--- src/rtl/assert_macros.svh ---
// Assertion macros used by the RTL core of the sorted run set block.
`ifndef ASSERT_MACROS_SVH
`define ASSERT_MACROS_SVH

// Checked at every clock edge outside of reset.
`define ASSERT_CLK(lbl, prop, msg) \
  lbl: assert property (@(posedge clk) disable iff (rst) (prop)) else $error(msg);

// Checked at every clock edge, reset included.
`define ASSERT_ALWAYS(lbl, prop, msg) \
  lbl: assert property (@(posedge clk) (prop)) else $error(msg);

`endif

--- src/rtl/srsp_pkg.sv ---
// Types and constants for the sorted run set point insert block.
package srsp_pkg;

  localparam int MAX_LINE = 1024;

  localparam int StartW = 10;
  localparam int LengthW = 11;
  localparam int PosW = 12;

  localparam logic [1:0] CMD_INSERT = 2'd0;
  localparam logic [1:0] CMD_QUERY = 2'd1;
  localparam logic [1:0] CMD_CLEAR = 2'd2;

  localparam logic [1:0] STATUS_OK = 2'd0;
  localparam logic [1:0] STATUS_RANGE = 2'd1;
  localparam logic [1:0] STATUS_FULL = 2'd2;

  typedef struct packed {
    logic [StartW-1:0]  start;
    logic [LengthW-1:0] length;
  } run_t;

  typedef enum logic [3:0] {
    ST_IDLE,
    ST_READ,
    ST_CHECK,
    ST_MERGE_READ,
    ST_MERGE_CHECK,
    ST_UP_READ,
    ST_UP_WRITE,
    ST_PLACE,
    ST_DOWN_READ,
    ST_DOWN_WRITE,
    ST_FINISH
  } state_t;

endpackage

--- src/rtl/sorted_run_set_point_insert_core.sv ---
// Sorted run set for one display line. The runs (start, length) sit sorted
// in one single-port-read, single-port-write memory with a registered read,
// and each query or insert walks that memory one entry at a time, so the
// block works on one transaction at a time. A clear and a refused or unused
// command go from acceptance straight to the finish state. A query or
// insert reads and checks runs in turn (at most the run count), with one
// more read state when the pixel lies past the last run. An insert that
// opens a new run adds a place state, after an up read and write per run
// moved up to make room. An insert that extends a run to the right while
// another run follows adds a merge read and check of that run, plus a down
// read and write per run moved down when the two join. Every entry access
// is a separate read or write cycle, so no read ever meets a write to the
// same entry. A new transaction is taken while the last result still waits
// in the output register, and the next waits in ST_FINISH until it is taken.
`include "assert_macros.svh"

module sorted_run_set_point_insert_core
  import srsp_pkg::*;
#(
  parameter int MAX_RUNS = 64
) (
  input  logic        clk,
  input  logic        rst,
  input  logic        cfg_we,
  input  logic [10:0] cfg_wdata,
  input  logic        in_valid,
  output logic        in_ready,
  input  logic [1:0]  command,
  input  logic [9:0]  pixel_x,
  output logic        out_valid,
  input  logic        out_ready,
  output logic        covered,
  output logic [6:0]  run_total,
  output logic [1:0]  status
);

  localparam int IdxW = $clog2(MAX_RUNS);
  localparam int CntW = $clog2(MAX_RUNS + 1);

  state_t state, state_next;

  logic [10:0]      line_width;
  logic [CntW-1:0]  run_used, run_used_next;
  logic [CntW-1:0]  idx, idx_next;
  logic [CntW-1:0]  ptr, ptr_next;
  logic [9:0]       x_q, x_q_next;
  logic             ins_q, ins_q_next;
  run_t             cur, cur_next;
  logic             res_covered, res_covered_next;
  logic [1:0]       res_status, res_status_next;
  logic             out_valid_next;
  logic             covered_next;
  logic [6:0]       run_total_next;
  logic [1:0]       status_next;

  run_t             run_mem [MAX_RUNS];
  run_t             rd_data;
  logic             mem_re;
  logic [IdxW-1:0]  mem_raddr;
  logic             mem_we;
  logic [IdxW-1:0]  mem_waddr;
  run_t             mem_wdata;

  logic             x_in_range;
  logic [PosW-1:0]  x_ext, x_p1, s_ext, e_ext, cur_e;
  logic [CntW-1:0]  idx_p1, ptr_p1, ptr_m1;
  logic [CntW:0]    idx_p2;
  logic             list_full;
  logic [31:0]      used_ext;

  assign in_ready = (state == ST_IDLE);

  assign x_in_range = (32'(pixel_x) < 32'(line_width)) && (32'(pixel_x) < MAX_LINE);
  assign x_ext = PosW'(x_q);
  assign x_p1 = x_ext + PosW'(1);
  assign s_ext = PosW'(rd_data.start);
  assign e_ext = s_ext + PosW'(rd_data.length);
  assign cur_e = PosW'(cur.start) + PosW'(cur.length);
  assign idx_p1 = idx + CntW'(1);
  assign idx_p2 = {1'b0, idx} + (CntW + 1)'(2);
  assign ptr_p1 = ptr + CntW'(1);
  assign ptr_m1 = ptr - CntW'(1);
  assign list_full = (run_used == CntW'(MAX_RUNS));

  always_comb begin
    state_next = state;
    run_used_next = run_used;
    idx_next = idx;
    ptr_next = ptr;
    x_q_next = x_q;
    ins_q_next = ins_q;
    cur_next = cur;
    res_covered_next = res_covered;
    res_status_next = res_status;
    out_valid_next = out_valid && !out_ready;
    covered_next = covered;
    run_total_next = run_total;
    status_next = status;
    mem_re = 1'b0;
    mem_raddr = idx[IdxW-1:0];
    mem_we = 1'b0;
    mem_waddr = idx[IdxW-1:0];
    mem_wdata = '0;
    used_ext = 32'(run_used);

    unique case (state)
      ST_IDLE: begin
        if (in_valid) begin
          idx_next = '0;
          x_q_next = pixel_x;
          ins_q_next = (command == CMD_INSERT);
          res_covered_next = 1'b0;
          res_status_next = STATUS_OK;
          state_next = ST_FINISH;
          unique case (command)
            CMD_CLEAR: begin
              run_used_next = '0;
            end
            CMD_INSERT, CMD_QUERY: begin
              if (x_in_range) begin
                state_next = ST_READ;
              end else begin
                res_status_next = STATUS_RANGE;
              end
            end
            default: begin
              state_next = ST_FINISH;
            end
          endcase
        end
      end

      ST_READ: begin
        if (idx == run_used) begin
          // End of the list: the pixel goes after every run.
          state_next = ST_FINISH;
          if (ins_q) begin
            if (list_full) begin
              res_status_next = STATUS_FULL;
            end else begin
              state_next = ST_PLACE;
            end
          end
        end else begin
          mem_re = 1'b1;
          mem_raddr = idx[IdxW-1:0];
          state_next = ST_CHECK;
        end
      end

      ST_CHECK: begin
        cur_next = rd_data;
        state_next = ST_FINISH;
        priority if (x_p1 < s_ext) begin
          if (ins_q) begin
            if (list_full) begin
              res_status_next = STATUS_FULL;
            end else begin
              ptr_next = run_used - CntW'(1);
              state_next = ST_UP_READ;
            end
          end
        end else if (x_p1 == s_ext) begin
          if (ins_q) begin
            mem_we = 1'b1;
            mem_waddr = idx[IdxW-1:0];
            mem_wdata.start = rd_data.start - StartW'(1);
            mem_wdata.length = rd_data.length + LengthW'(1);
          end
        end else if (x_ext >= s_ext && x_ext < e_ext) begin
          res_covered_next = 1'b1;
        end else if (x_ext == e_ext) begin
          if (ins_q) begin
            if (idx_p1 < run_used) begin
              state_next = ST_MERGE_READ;
            end else begin
              mem_we = 1'b1;
              mem_waddr = idx[IdxW-1:0];
              mem_wdata.start = rd_data.start;
              mem_wdata.length = rd_data.length + LengthW'(1);
            end
          end
        end else begin
          idx_next = idx_p1;
          state_next = ST_READ;
        end
      end

      ST_MERGE_READ: begin
        mem_re = 1'b1;
        mem_raddr = idx_p1[IdxW-1:0];
        state_next = ST_MERGE_CHECK;
      end

      ST_MERGE_CHECK: begin
        mem_we = 1'b1;
        mem_waddr = idx[IdxW-1:0];
        mem_wdata.start = cur.start;
        state_next = ST_FINISH;
        if (PosW'(rd_data.start) == cur_e + PosW'(1)) begin
          // The extended run now touches the next one: fold it in.
          mem_wdata.length = cur.length + LengthW'(1) + rd_data.length;
          if (idx_p2 < {1'b0, run_used}) begin
            ptr_next = idx_p2[CntW-1:0];
            state_next = ST_DOWN_READ;
          end else begin
            run_used_next = run_used - CntW'(1);
          end
        end else begin
          mem_wdata.length = cur.length + LengthW'(1);
        end
      end

      ST_DOWN_READ: begin
        mem_re = 1'b1;
        mem_raddr = ptr[IdxW-1:0];
        state_next = ST_DOWN_WRITE;
      end

      ST_DOWN_WRITE: begin
        mem_we = 1'b1;
        mem_waddr = ptr_m1[IdxW-1:0];
        mem_wdata = rd_data;
        if (ptr_p1 == run_used) begin
          run_used_next = run_used - CntW'(1);
          state_next = ST_FINISH;
        end else begin
          ptr_next = ptr_p1;
          state_next = ST_DOWN_READ;
        end
      end

      ST_UP_READ: begin
        mem_re = 1'b1;
        mem_raddr = ptr[IdxW-1:0];
        state_next = ST_UP_WRITE;
      end

      ST_UP_WRITE: begin
        mem_we = 1'b1;
        mem_waddr = ptr_p1[IdxW-1:0];
        mem_wdata = rd_data;
        if (ptr == idx) begin
          state_next = ST_PLACE;
        end else begin
          ptr_next = ptr_m1;
          state_next = ST_UP_READ;
        end
      end

      ST_PLACE: begin
        mem_we = 1'b1;
        mem_waddr = idx[IdxW-1:0];
        mem_wdata.start = x_q;
        mem_wdata.length = LengthW'(1);
        run_used_next = run_used + CntW'(1);
        state_next = ST_FINISH;
      end

      ST_FINISH: begin
        if (!out_valid || out_ready) begin
          out_valid_next = 1'b1;
          covered_next = res_covered;
          run_total_next = used_ext[6:0];
          status_next = res_status;
          state_next = ST_IDLE;
        end
      end

      default: begin
        state_next = ST_IDLE;
      end
    endcase
  end

  always_ff @(posedge clk) begin
    if (rst) begin
      state <= ST_IDLE;
      run_used <= '0;
      out_valid <= 1'b0;
      line_width <= 11'd320;
    end else begin
      state <= state_next;
      run_used <= run_used_next;
      out_valid <= out_valid_next;
      if (cfg_we) begin
        line_width <= cfg_wdata;
      end
    end
  end

  always_ff @(posedge clk) begin
    idx <= idx_next;
    ptr <= ptr_next;
    x_q <= x_q_next;
    ins_q <= ins_q_next;
    cur <= cur_next;
    res_covered <= res_covered_next;
    res_status <= res_status_next;
    covered <= covered_next;
    run_total <= run_total_next;
    status <= status_next;
  end

  always_ff @(posedge clk) begin
    if (mem_we) begin
      run_mem[mem_waddr] <= mem_wdata;
    end
    if (mem_re) begin
      rd_data <= run_mem[mem_raddr];
    end
  end

  `ASSERT_ALWAYS(a_reset_empty, rst |=> (run_used == '0 && !out_valid), "reset left state behind")
  `ASSERT_CLK(a_used_bound, run_used <= CntW'(MAX_RUNS), "run count exceeds capacity")
  `ASSERT_CLK(a_write_in_list, mem_we |-> (CntW'(mem_waddr) <= run_used), "write past list end")
  `ASSERT_CLK(a_clear_fast, (in_ready && in_valid && command == CMD_CLEAR) |=> (state == ST_FINISH && run_used == '0), "clear did not empty list")

endmodule

--- config.mk ---
export PLATFORM = sky130hd
export DESIGN_NAME = sorted_run_set_point_insert_core
export DESIGN_NICKNAME = d
export VERILOG_FILES = /design/src/rtl/srsp_pkg.sv /design/src/rtl/sorted_run_set_point_insert_core.sv
export VERILOG_INCLUDE_DIRS = /design/src /design/src/rtl
export SDC_FILE = /design/constraint.sdc
export NUM_CORES = 2
export LEC_CHECK = 0
export BUFFER_PORTS_ARGS = -buffer_cell sky130_fd_sc_hd__buf_2
export CAP_MARGIN = 20
export CORE_ASPECT_RATIO = 1.4
export CORE_MARGIN = 2
export CORE_UTILIZATION = 60
export DETAILED_ROUTE_END_ITERATION = 8
export PLACE_DENSITY = 0.76
export SYNTH_ARGS = -nofsm -noshare
export SYNTH_HDL_FRONTEND = slang
export SYNTH_SLANG_ARGS = --single-unit
--- constraint.sdc ---
create_clock -name clk -period 12.5 [get_ports clk]
set_clock_uncertainty 0.05 [all_clocks]
set_input_delay 0.625 -clock clk [delete_from_list [all_inputs] [get_ports clk]]
set_output_delay 0.625 -clock clk [all_outputs]
set_load 0.005 [all_outputs]
After elaboration in Yosys (flattened, before gate mapping)
Memories as Yosys holds them, arrays and structs flattened. A register that Yosys moved wholly into a read port is not among the register bits.
Index checks and enable logic that the tools add are counted.
- add/subtract/negate cells: 14
- $lt $le $gt $ge: 6
- equal/unequal tests: 37
- mux-type cells: 78
- reductions and logical operators: 24
- operator list (cell ; count):
    $mux W21 ; 7
    $mux W7 ; 17
    $pmux W21 S4 ; 1
    $mux W4 ; 15
    $pmux W7 S4 ; 2
    $pmux W4 S11 ; 1
    $ne A2 B2 Y1 const B ; 17
    $add A10 B11 Y12 ; 2
    $eq A10 B12 Y1 ; 2
    $pmux W6 S2 ; 2
    $add A11 B1 Y11 const B ; 2
    $add A7 B1 Y7 const B ; 3
    $eq A7 B7 Y1 ; 3
    $mux W1 ; 18
    $mux W2 ; 9
    $eq A4 B3 Y1 const B ; 4
    $pmux W7 S2 ; 1
    $sub A7 B1 Y7 const B ; 2
    $add A12 B1 Y12 const B ; 1
    $eq A4 B4 Y1 const B ; 3
    $lt A10 B12 Y1 ; 1
    $reduce_and A6 Y1 ; 2
    $add A10 B1 Y11 const B ; 1
    $add A11 B11 Y11 ; 1
    other kinds (32) ; 42
- register bits: 82
- RAM bits: 1344
- output and inout bits: 12
- memories kept: 1
- memories (memory ; words ; bits a word ; read ports ; clocked after Yosys merged registers in ; write ports ; line ; source):
    run_mem ; 64 ; 21 ; 1 ; 1 ; 1 ; sorted_run_set_point_insert_core.sv:56 ; run_t run_mem [MAX_RUNS];

Depth between registers and ports, before layout
- depth after elaboration: 11
- depth in mapped cells: 21
- depth with buffers taken out: 19

Least setup slack after synthesis
Ideal clock, no wire load.
- path type: register -> register
- start: register rd_data[1] (netlist name)
- end: memory run_mem[0][16] in the netlist's numbering, data pin
- setup time: 1.009 ns
- arrival time: 7.771 ns
- slack: 3.670 ns
- cell stages (with the launch flop): 18
- buffers on the path: 1
- clock period less this slack: 8.830 ns
- cell sequence: edfxtp_1 ha_1 a211o_1 o211ai_1 nand2b_1 a21oi_1 o21a_1 nor2b_1 o21ai_0 nand2b_1 xnor2_1 ha_1 nand2_1 nor4_1 o21ai_0 o41a_1 clkbuf_1 o311ai_0
- RTL lines (element ; line):
    to (decl) ; sorted_run_set_point_insert_core.sv:56

Final worst setup path
- start: register rd_data[12] (netlist name)
- end: memory run_mem[8][3] in the netlist's numbering (enable)
- cells in the longest elaborated chain, start to end: 9
- elaborated cells on any way between the ends: 14
- classes of those cells: add/sub (1); order compare (3); eq/ne (2); mux (7); reduce/logical (1)
- ends and longest elaborated chain (element ; line ; source):
    $add A10 B11 Y12 ; sorted_run_set_point_insert_core.sv:77 ; assign e_ext = s_ext + PosW'(rd_data.length);
    $lt A10 B12 Y1 / $eq A10 B12 Y1 (equally long branches) ; sorted_run_set_point_insert_core.sv:170, sorted_run_set_point_insert_core.sv:172 ;
    $logic_and A1 B1 Y1 / $mux W1 (equally long branches) ; sorted_run_set_point_insert_core.sv:170, sorted_run_set_point_insert_core.sv:172 ;
    $mux W1 ; sorted_run_set_point_insert_core.sv:170 ; end else if (x_ext >= s_ext && x_ext < e_ext) begin
    $mux W1 ; sorted_run_set_point_insert_core.sv:163 ; end else if (x_p1 == s_ext) begin
    $mux W1 (*) ; sorted_run_set_point_insert_core.sv:154 ; priority if (x_p1 < s_ext) begin
    $pmux W1 S2 (*) ; sorted_run_set_point_insert_core.sv:106 ; unique case (state)
    $mux W1 (*) ; sorted_run_set_point_insert_core.sv:306 ; if (mem_we) begin
    $mux W1 (implied by the code) (*) ; sorted_run_set_point_insert_core.sv:307 ; run_mem[mem_waddr] <= mem_wdata;
Every way passes the cells marked *; elsewhere a longest branch is shown, timed or not.

==> summary.txt <==
Status -> finished clean
Internal power -> 10.40 mW
Critical Path AT -> 6580 ps
Number of synthesized flops with an enable pin -> 1424
Primary FF master, synth -> edfxtp_1
Total gr overflow -> 0
CTS resizes -> 0
Sequential fraction of the synthesis area -> 0.7009
GRT Max-Usage Layer -> met2
Max-slew violations -> 0
GP Congestion -> 0.9665
Worst Path Max Fanout -> 32
Final Hold Viols -> 0
Post-route ant nets -> 0
Num rows -> 139
Number of global-route vias before repair -> 39030
Sink Count -> 1447
R2r setup slk -> 6330 ps
Drt total wl -> 171400 microns
Required time of the worst setup path -> 12920 ps
Period minus WS final -> 6166 ps
Synth area leaders -> edfxtp_1 69%, nand2_1 5.6%, nand3_1 3.1%
Full die area -> 105400 sq um
CP Cell Sequence -> ha_1 -> a211o_1 -> o211ai_1 -> nand2b_1 -> a21oi_1 -> o21a_1 -> nor2b_1 -> o21ai_0 -> nand2b_1 -> xnor2_1 -> ha_1 -> nand2_1 -> nor4_1 -> o21ai_0 -> o41a_1 -> buf_4 -> nand2_1 -> nand2b_2 -> buf_4 -> nor3_2 -> buf_4
Worst path bufs/invs -> 3
Cell count after synthesis -> 4590
Core area -> 102300 sq um
Combinational Power Share -> 0.456
# IOs -> 40
Initial core utilization -> 0.6030
Static leakage -> 23.03 nW
Final setup margin -> 6334 ps
Sw Ratio -> 0.4312
Share of cells above drive strength 1 -> 0.1135
CP endpoint kind -> flip-flop
Vias/cell -> 6.612
Reg area -> 43220 sq um
Yosys warns -> 0
Largest net degree at the start of global routing -> 132
Crit start category -> flip-flop
Place WS -> 6334 ps
Syn nets -> 4715
Skew-Pair Late Insertion Delay -> 780 ps
Nets -> 4754
Register bit total from synthesis -> 1447
Setup TNS -> 0 ps
Die Y-Extent -> 383.3 microns
Area leader, netlist -> edfxtp_1
GRT Total Usage -> 0.3261
Met3 Track Usage GR -> 0.07059
Clock transition at path regs -> 60 ps
Critical path class -> flip-flop to flip-flop
Cell family with most CP delay -> simple AND/OR/NAND/NOR gates
Drt initial violations -> 5674
Post-CTS Setup Repair Bufs -> 0
First-pass GRT wire length -> 249100 microns
PD cells -> 268.5 nW/um^2
Drt drc -> 0
Unrepaired setup endpoints after global routing -> false
Critical-path cell with the highest stage delay -> nor3_2
CTS tree -> yes
Final setup fails -> 0
Period utilization -> 0.4933
Synth cell types -> 90
Post-synth ARST share -> 0
Antenna violations before repair -> 6
P_sw -> 7.882 mW
FMAX -> 162.2 MHz
Least-Margin Pin Slew -> 1145 ps
Area Growth Syn to Fin -> 10.41%
Clock power frac -> 0.215
Hold WC Path Type -> input port to flip-flop
Multi-input gate area -> 17520 sq um
Flop pwr share -> 0.329
Drt first pass iters -> 8
CP dominant cell by count -> buf_4
Max-cap violations -> 0
Relative slew slack -> 0.2298
Port Buffer Count -> 39
Synthesized area -> 61660 sq um
Met1 Use GR -> 0.3916
Post-DP HPWL -> 105300 microns
Max VDD drop -> 312.4 uV
Vias -> 40100
Clock root cell -> clkbuf_16
Syn Area/Cell -> 13.43 sq um
Total CTS buffers -> 132
CP max stage delay -> 830 ps
H-Tree Depth -> 4
Post-synth top area share -> 0.6935
FILL cells -> 6986
GRT met2 Usage -> 0.5125
Clk buf depth -> 3
Die W -> 274.9 microns
Avg WL per Cell -> 28.27 microns
-- worst register-to-register path, stage by stage, from the launching register on --
cell and delay (ps):
edfxtp_1 490, ha_1 340, a211o_1 290, o211ai_1 130, nand2b_1 90, a21oi_1 230, o21a_1 200, nor2b_1 50
o21ai_0 160, nand2b_1 90, xnor2_1 140, ha_1 300, nand2_1 70, nor4_1 430, o21ai_0 280, o41a_1 460
buf_4 260, nand2_1 180, nand2b_2 70, buf_4 350, nor3_2 870, buf_4 350
-- power groups by stage --
stage               registers, mW  logic [mW]  clock network (mW)
CTS                          6.00        8.09                3.95
global placement             6.10        7.89                   0
floorplan                    6.00        5.39                   0
global route                 6.02        8.78                4.12
finish                       6.01        8.34                3.93
detailed placement           6.10        8.04                   0
-- sequential cells by signal, indices dropped and copies added (netlist names) --
| register | count |
|---|---|
| ptr | 7 |
| cur | 21 |
| rd_data | 21 |
| line_width | 11 |
| run_used | 7 |
| covered | 1 |
| x_q | 10 |
| res_status | 2 |
| status | 2 |
| res_covered | 1 |
| idx | 7 |
| state | 4 |
| ins_q | 1 |
| out_valid | 1 |
| run_total | 7 |
| run_mem | 1344 |
-- worst paths after layout --
check / start / end / cells after the start
hold / removal: pixel_x[5] / x_q[5]$_DFFE_PP_ / 1
hold reg to reg: res_covered$_DFFE_PP_ / covered$_DFFE_PP_ / 0
setup / recovery: rd_data[12]$_DFFE_PP_ / run_mem[8][3]$_DFFE_PP_ / 21
setup reg to reg: rd_data[12]$_DFFE_PP_ / run_mem[8][3]$_DFFE_PP_ / 21
-- cells in the final DEF, fill, tap and decap left out, types with 22 or more instances in the layout --
| cell type | instances |
|---|---|
| edfxtp_1 | 1424 |
| nand2_1 | 915 |
| nand3_1 | 388 |
| a21oi_1 | 185 |
| nor2_1 | 166 |
| mux2i_1 | 143 |
| clkbuf_16 | 136 |
| buf_4 | 131 |
| o21ai_0 | 122 |
| ha_1 | 94 |
| nor3_2 | 66 |
| a32oi_1 | 62 |
| a31oi_1 | 57 |
| inv_1 | 56 |
| xnor2_1 | 56 |
| mux4_2 | 41 |
| buf_2 | 39 |
| xor2_1 | 33 |
| nor4_1 | 30 |
| o22ai_1 | 29 |
| clkinv_1 | 28 |
| nor3_1 | 26 |
| clkbuf_1 | 26 |
| o31a_1 | 24 |
| nor4_2 | 24 |
| dfxtp_1 | 23 |
| or4_1 | 22 |
-- stage by stage --
step / total power, mW / instances / utilization / hold WS [ps] / cell area [sq um]
floorplan: 11.40 / 4590 / - / 350.3 / 61660
global placement: 13.99 / 5827 / 0.6247 / 354.1 / 63890
detailed placement: 14.14 / 5829 / 0.6249 / 357.2 / 63910
CTS: 18.04 / 6062 / 0.6657 / 5.074 / 68080
global route: 18.92 / 6063 / 0.6657 / 11.06 / 68080
finish: 18.28 / 6065 / 0.6658 / 26.17 / 68080
-- layer usage --
metal,vias up,share of wire,wire length [microns]
met4,4,0.092,15810
li1,17350,-,-
met3,604,0.097,16560
met5,-,0.00021,36
met2,2467,0.47,80680
met1,19680,0.34,58350
-- synth_stat cells (all sizes together), types with 18 or more instances --
master     n
a21o      19
xor2      34
mux4      41
nor4      54
edfxtp  1424
dfxtp     23
buf      132
a32oi     63
o22ai     29
clkbuf   144
a31oi     57
nor3      93
mux2i    143
nor2b     18
a41oi     21
or4       22
nor2     172
ha        94
a21oi    185
and3      20
o21ai    137
nand2    917
o31a      24
inv       56
nand3    389
a22o      22
nand2b    21
xnor2     56
-- area by class of cell --
cell class / count / share of cell area
inverter: 57 / 0.003143
clock inverter: 65 / 0.008858
sequential: 1447 / 0.6348
antenna: 3 / 0.0001103
multi-input combinational: 2810 / 0.2573
timing repair buffer: 181 / 0.01955
clock buffer: 163 / 0.05162
tap: 1339 / 0.02461
-- logic make-up after synthesis --
kind of cell,synth area share
AO/OA/AOI/OAI,0.07287
XOR/XNOR,0.01291
adder cells (fa/ha/maj),0.02005
buffers and inverters,0.02603
flip-flops,0.7009
multiplexers,0.03819
AND/OR/NAND/NOR,0.1290
-- repair_timing --
| action | in CTS | in global routing |
|---|---|---|
| hold buffers | 5 | 0 |
| hold endpoints to repair | 5 | 0 |
| endpoints found under the setup margin | 0 | 0 |
Power figures use the tool's default switching activity.
